File: config.mk
export PLATFORM = sky130hd
export DESIGN_NAME = mdbp_proj
export DESIGN_NICKNAME = d
export VERILOG_FILES = /design/src/mdbp_pkg.sv /design/src/mdbp_proj.sv
export SDC_FILE = /design/constraint.sdc
export NUM_CORES = 2
export LEC_CHECK = 0
export BUFFER_PORTS_ARGS = -buffer_cell sky130_fd_sc_hd__buf_2
export CORE_MARGIN = 4
export CORE_UTILIZATION = 50
export CTS_BUF_LIST = sky130_fd_sc_hd__clkbuf_8
export DETAILED_ROUTE_END_ITERATION = 6
export GPL_TIMING_DRIVEN = 1
export PLACE_DENSITY = 0.66
export SYNTH_ARGS = -nofsm -noshare
export SYNTH_HDL_FRONTEND = slang
export SYNTH_SLANG_ARGS = --single-unit
export TNS_END_PERCENT = 100
File: constraint.sdc
create_clock -name aclk -period 8.65 [get_ports aclk]
set_input_delay 0.4325 -clock aclk [delete_from_list [all_inputs] [get_ports aclk]]
set_output_delay 0.4325 -clock aclk [all_outputs]
set_load 0.05 [all_outputs]
File: src/mdbp_pkg.sv
`default_nettype none

package mdbp_pkg;

    // field widths
    localparam int PIXEL_INDEX_BITS = 12;
    localparam int COORD_BITS       = 24;
    localparam int DEPTH_W          = 16;
    localparam int MASK_W           = 8;

    // fixed-point layout
    localparam int PRINCIPAL_W = 16;                   // unsigned Q12.4
    localparam int INV_FOCAL_W = 24;                   // unsigned Q0.24
    localparam int IDX_FRAC    = 4;
    localparam int FRAC_BITS   = 28;
    localparam int DIFF_W      = PRINCIPAL_W + 1;      // signed index minus principal
    localparam int MAG_W       = PRINCIPAL_W;
    localparam int P1_W        = MAG_W + DEPTH_W;
    localparam int P2_W        = P1_W + INV_FOCAL_W;
    localparam int QMAG_W      = P2_W - FRAC_BITS;

    // bounds registers: signed min in low half, signed max in high half
    localparam int BOUND_W  = 24;
    localparam int BOUNDS_W = 2 * BOUND_W;

    // configuration port
    localparam int CFG_ADDR_W = 3;
    localparam int CFG_DATA_W = BOUNDS_W;

    localparam logic [CFG_ADDR_W-1:0] REG_MASK_MIN    = 3'd0;
    localparam logic [CFG_ADDR_W-1:0] REG_INV_FOCAL_X = 3'd1;
    localparam logic [CFG_ADDR_W-1:0] REG_INV_FOCAL_Y = 3'd2;
    localparam logic [CFG_ADDR_W-1:0] REG_PRINCIPAL_X = 3'd3;
    localparam logic [CFG_ADDR_W-1:0] REG_PRINCIPAL_Y = 3'd4;
    localparam logic [CFG_ADDR_W-1:0] REG_X_BOUNDS    = 3'd5;
    localparam logic [CFG_ADDR_W-1:0] REG_Y_BOUNDS    = 3'd6;
    localparam logic [CFG_ADDR_W-1:0] REG_Z_BOUNDS    = 3'd7;

    // reset values
    localparam logic [MASK_W-1:0]      RST_MASK_MIN    = 8'd128;
    localparam logic [INV_FOCAL_W-1:0] RST_INV_FOCAL   = 24'd27962;
    localparam logic [PRINCIPAL_W-1:0] RST_PRINCIPAL_X = 16'd5120;
    localparam logic [PRINCIPAL_W-1:0] RST_PRINCIPAL_Y = 16'd3840;
    localparam logic [BOUNDS_W-1:0]    RST_XY_BOUNDS   = 48'h0007D0_FFF830;
    localparam logic [BOUNDS_W-1:0]    RST_Z_BOUNDS    = 48'h000BB8_000064;

    // projection pipeline depth in register stages
    localparam int PROJ_STAGES = 4;

    // camera constants for one axis
    typedef struct packed {
        logic [PRINCIPAL_W-1:0] principal;
        logic [INV_FOCAL_W-1:0] inv_focal;
    } proj_cfg_t;

    typedef logic signed [COORD_BITS-1:0] coord_t;

endpackage

`default_nettype wire

File: src/mdbp_proj.sv
`default_nettype none

module mdbp_proj (
    input  wire logic                                aclk,
    input  wire logic                                en,
    input  wire logic [mdbp_pkg::PIXEL_INDEX_BITS-1:0] idx,
    input  wire logic [mdbp_pkg::DEPTH_W-1:0]        depth,
    input  wire mdbp_pkg::proj_cfg_t                 cfg,
    output mdbp_pkg::coord_t                         coord
);
    import mdbp_pkg::*;

    localparam logic [QMAG_W-1:0] POS_MAX = QMAG_W'((64'd1 << (COORD_BITS - 1)) - 64'd1);
    localparam logic [QMAG_W-1:0] NEG_MAG = QMAG_W'(64'd1 << (COORD_BITS - 1));
    localparam logic [P2_W-1:0]   ROUND_UP = P2_W'((64'd1 << FRAC_BITS) - 64'd1);

    // stage 1: signed offset from principal point, split into sign and magnitude
    logic [DIFF_W-1:0]  diff_next;
    logic [MAG_W-1:0]   mag_next;
    logic [MAG_W-1:0]   mag_reg;
    logic [DEPTH_W-1:0] depth_reg;
    logic [2:0]         neg_reg;

    // stage 2 and 3: magnitude products
    logic [P1_W-1:0]    p1_reg;
    logic [P2_W-1:0]    p2_reg;

    // stage 4: floor shift and saturation
    logic [P2_W-1:0]    shifted_next;
    logic [QMAG_W-1:0]  qmag_next;
    coord_t             coord_next;
    coord_t             coord_reg;

    assign diff_next = {1'b0, idx, {IDX_FRAC{1'b0}}} - {1'b0, cfg.principal};
    assign mag_next  = diff_next[DIFF_W-1] ? MAG_W'(~diff_next + 1'b1) : diff_next[MAG_W-1:0];

    // negative offsets round the magnitude up so the signed result floors
    assign shifted_next = neg_reg[2] ? ((p2_reg + ROUND_UP) >> FRAC_BITS) : (p2_reg >> FRAC_BITS);
    assign qmag_next    = shifted_next[QMAG_W-1:0];

    always_comb begin
        if (!neg_reg[2]) begin
            coord_next = (qmag_next > POS_MAX) ? coord_t'(POS_MAX) : coord_t'(qmag_next);
        end else if (qmag_next > NEG_MAG) begin
            coord_next = coord_t'(NEG_MAG);
        end else begin
            coord_next = coord_t'(~qmag_next[COORD_BITS-1:0] + 1'b1);
        end
    end

    always_ff @(posedge aclk) begin
        if (en) begin
            mag_reg    <= mag_next;
            depth_reg  <= depth;
            neg_reg    <= {neg_reg[1:0], diff_next[DIFF_W-1]};
            p1_reg     <= mag_reg * depth_reg;
            p2_reg     <= p1_reg * cfg.inv_focal;
            coord_reg  <= coord_next;
        end
    end

    assign coord = coord_reg;

endmodule

`default_nettype wire

==> out/summary.txt <==
CLOCK TREE
---------------------------------------------------------------------------------
Worst skew pair latency                                                    580 ps
Clk sinks                                                                     147
H-tree levels                                                                   4
Clock slew seen by the registers of the worst setup and hold paths         100 ps
CTS Hold Buffers Added                                                          0
Post-cts gate resize count                                                      0
Maximum clock path buffer count                                                 2
CTS tree                                                                     done
Number of buffers inserted to repair setup after CTS                            0
Cts bufs inserted                                                              17
Clock root buffer                                                        clkbuf_8

LAYOUT
---------------------------------------------------------------------------------
Fraction of final layout cells with drive strength greater than 1          4.868%
Fill count                                                                   7168
Synth-to-layout area growth                                                4.693%
Leading cell type in the layout, fill and taps excluded                     inv_1
Utilization after layout                                                   53.13%
Nets                                                                         5442
Number of cells in the finished layout apart from fillers                    5273
Number of flip-flops in the largest register                                   56
Most frequent cells in the layout                                    961 x inv_1, 852 x fa_1, 631 x nand2_1

MIN PATH
---------------------------------------------------------------------------------
Worst hold path type                                                       in2reg

ROUTING
---------------------------------------------------------------------------------
DRC Markers                                                                     0
Number of vias per cell after detailed routing                              5.246
Initial DRC Count                                                            1319
Routed vias                                                                 27660
Overall routed net length                                                94090 µm
Detailed Routing Iterations Pass 1                                              6
Count of antenna-violating nets left after detailed routing                     0
Routed wire per std cell                                                 17.84 µm

WORST SETUP PATH
---------------------------------------------------------------------------------
R2R Path Start                                                       p1_reg[22]$_DFFE_PP_
Biggest fanout along the worst timing path                                     18
Startpoint of the worst setup timing path                            p1_reg[22]$_DFFE_PP_
Slack of the worst reg-to-reg path                                         660 ps
Reg-to-reg critical path endpoint                                    p2_reg[55]$_DFFE_PP_
Crit path capture                                                    p2_reg[55]$_DFFE_PP_
Data arrival time at the worst-slack endpoint                             8300 ps
Data required time of the worst path                                      8970 ps
Worst-case reg-to-reg path depth                                               25
Critical Path Source Type                                                register
Critical Setup Path Class                                                 reg2reg
Type of destination of the critical path                                 register

SYNTHESIS
---------------------------------------------------------------------------------
Ranking of synthesized cells by area                                 fa_1 43%, edfxtp_1 11%, ha_1 9.5%
FFs w/ async S/R, synth                                                        0%
YS warnings                                                                     0
Cell count after synthesis                                                   4244
Yosys top cell area share                                                  43.17%
Mean instance size in the synthesized netlist                           9.310 µm²
Number of enable-type register cells in the synthesized netlist               147
Area leader, netlist                                                         fa_1
Total of flip-flops plus latches after synthesis                              147
Sequential fraction of the synthesis area                                  11.17%
Dominant register cell in the synthesized netlist                        edfxtp_1
Number of different library cells in the post-synthesis netlist                74
Synth Net Count                                                              5467
Post-Synthesis Cell Area                                                39510 µm²

TIMING
---------------------------------------------------------------------------------
Final slew viol count                                                           0
Post-layout minimum cycle time                                            7989 ps
Pin slew with the least headroom to its limit                             1103 ps
RSZ-0062 raised after global routing                                           no
Setup TNS after final layout                                                 0 ps
Highest achievable clock rate                                          0.1252 GHz
Max-slew headroom                                                          26.49%
Finish-stage setup viols                                                        0
Worst clock skew                                                         44.92 ps
Part of the cycle the worst path needs                                     92.35%
Hold Violations, Final                                                          0

FLOORPLAN
---------------------------------------------------------------------------------
Core region area                                                        77850 µm²
Cell row count                                                                102
Initial Utilization                                                        50.75%
Overall die width                                                        289.1 µm
Die Area                                                                83580 µm²
I/O pins                                                                       94
Die Y                                                                    289.1 µm

GRT
---------------------------------------------------------------------------------
Global-route wire length before repair                                  159000 µm
Pin count of the biggest net entering global routing                           81
Initial antenna violation count                                                 2
Number of global-route vias before repair                                   30230
Overall overflow remaining after global route                                   0
Total track usage                                                          24.02%

PLACEMENT
---------------------------------------------------------------------------------
Dpl hpwl                                                                 78700 µm
Count of placed standard cells including taps                                5240
Number of buffers inserted by port buffering                                   93
Placer Congestion                                                          0.8882

RUN
---------------------------------------------------------------------------------
Total of max-cap violations                                                     0

OUTCOME
---------------------------------------------------------------------------------
Result of the run                                                    complete, no violations

-- synthesized netlist by cell type, drive strengths merged, types with 2 or more instances --
master / number
buf: 18
a211oi: 14
o21bai: 16
or2: 3
ha: 301
nand3: 36
nor3b: 2
a22oi: 15
o2111ai: 4
nor2: 73
nor3: 22
inv: 962
nand2: 634
a41oi: 5
a31oi: 14
a21boi: 4
nor4: 12
o21ai: 67
o31ai: 4
nand4: 10
nand2b: 12
a21o: 42
fa: 852
and4: 3
mux2i: 3
o22a: 2
and2: 492
xor2: 39
edfxtp: 147
nand3b: 2
o41ai: 3
or3: 4
nor2b: 11
a221oi: 2
a211o: 6
o211a: 2
clkbuf: 173
a31o: 3
xnor2: 88
a21oi: 97
o21a: 11
o311a: 2
and3: 22
a2111oi: 2
-- metrics by stage --
| stage | hold slack, ps | cell area (µm²) | setup WS (ps) |
|---|---|---|---|
| 2_1_floorplan | 400.3 | 39510 | 1620 |
| 6_report | 45.94 | 41360 | 661.5 |
| 4_1_cts | 0.1972 | 41360 | 655.9 |
| 3_5_place_dp | 404.5 | 40950 | 618.7 |
| 3_3_place_gp | 406.0 | 40950 | 687.4 |
| 5_1_grt | 13.71 | 41360 | 351.2 |
-- per-layer routing --
layer	part of all wire (%)	GRT usage, %
met1	42	31.64
met3	4.9	3.257
met2	51	42.36
met4	2.3	5.668
met5	0.014	0
-- cell type report --
cell class | count | area [µm²] | area share [%]
Antenna cell | 1 | 2.502 | 0.006050
Clock buffer | 17 | 234.0 | 0.5656
Clock inverter | 15 | 181.4 | 0.4386
Inverter | 962 | 3611 | 8.730
Multi-Input combinational cell | 2944 | 30740 | 74.32
Sequential cell | 147 | 4414 | 10.67
Tap cell | 1040 | 1301 | 3.146
Timing Repair Buffer | 147 | 877.1 | 2.120
-- cell families (layout without fill, tap and decap cells) --
family / after synthesis / count (layout) / share of synthesized area, %
buffers and inverters: 1153 / 1141 / 11.02
adders and majority gates: 1153 / 1153 / 52.70
xor gates and xnor gates: 127 / 127 / 2.815
AOI/OAI and AO/OA: 319 / 319 / 5.450
muxes: 3 / 3 / 0.07601
and+or+nand+nor: 1342 / 1342 / 16.77
other: 0 / 1 / 0
DFF: 147 / 147 / 11.17
-- critical path, stage by stage, from the launching register on --
cell      delay, ps
edfxtp_1        750
buf_4           320
and2_1          170
fa_1            530
inv_1            50
fa_1            470
inv_1            50
fa_1            480
fa_1            590
fa_1            440
fa_1            490
inv_1            50
fa_1            490
inv_1            60
ha_1            380
a21o_1          230
a21o_1          170
a21oi_1         220
o21ai_1         110
a221oi_2        330
nand3b_1        180
a211oi_1        510
nor3_1          140
a211o_1         290
a21oi_1         180
xnor2_1          80
-- how the worst min path moves through the flow --
stage                          from                     end  slack, ps  depth (start not counted)
6_report                   depth[2]  depth_reg[2]$_DFFE_PP_         50                          1
5_1_grt                    depth[0]  depth_reg[0]$_DFFE_PP_         10                          1
4_1_cts                    depth[5]  depth_reg[5]$_DFFE_PP_        0.2                          1
3_5_place_dp   neg_reg[1]$_DFFE_PP_    neg_reg[2]$_DFFE_PP_        400                          0
3_3_place_gp   neg_reg[1]$_DFFE_PP_    neg_reg[2]$_DFFE_PP_        410                          0
2_1_floorplan  neg_reg[0]$_DFFE_PP_    neg_reg[1]$_DFFE_PP_        400                          0
Power is not shown: default switching activity piles up to over one toggle a cycle in this logic, so the estimate is an artifact.
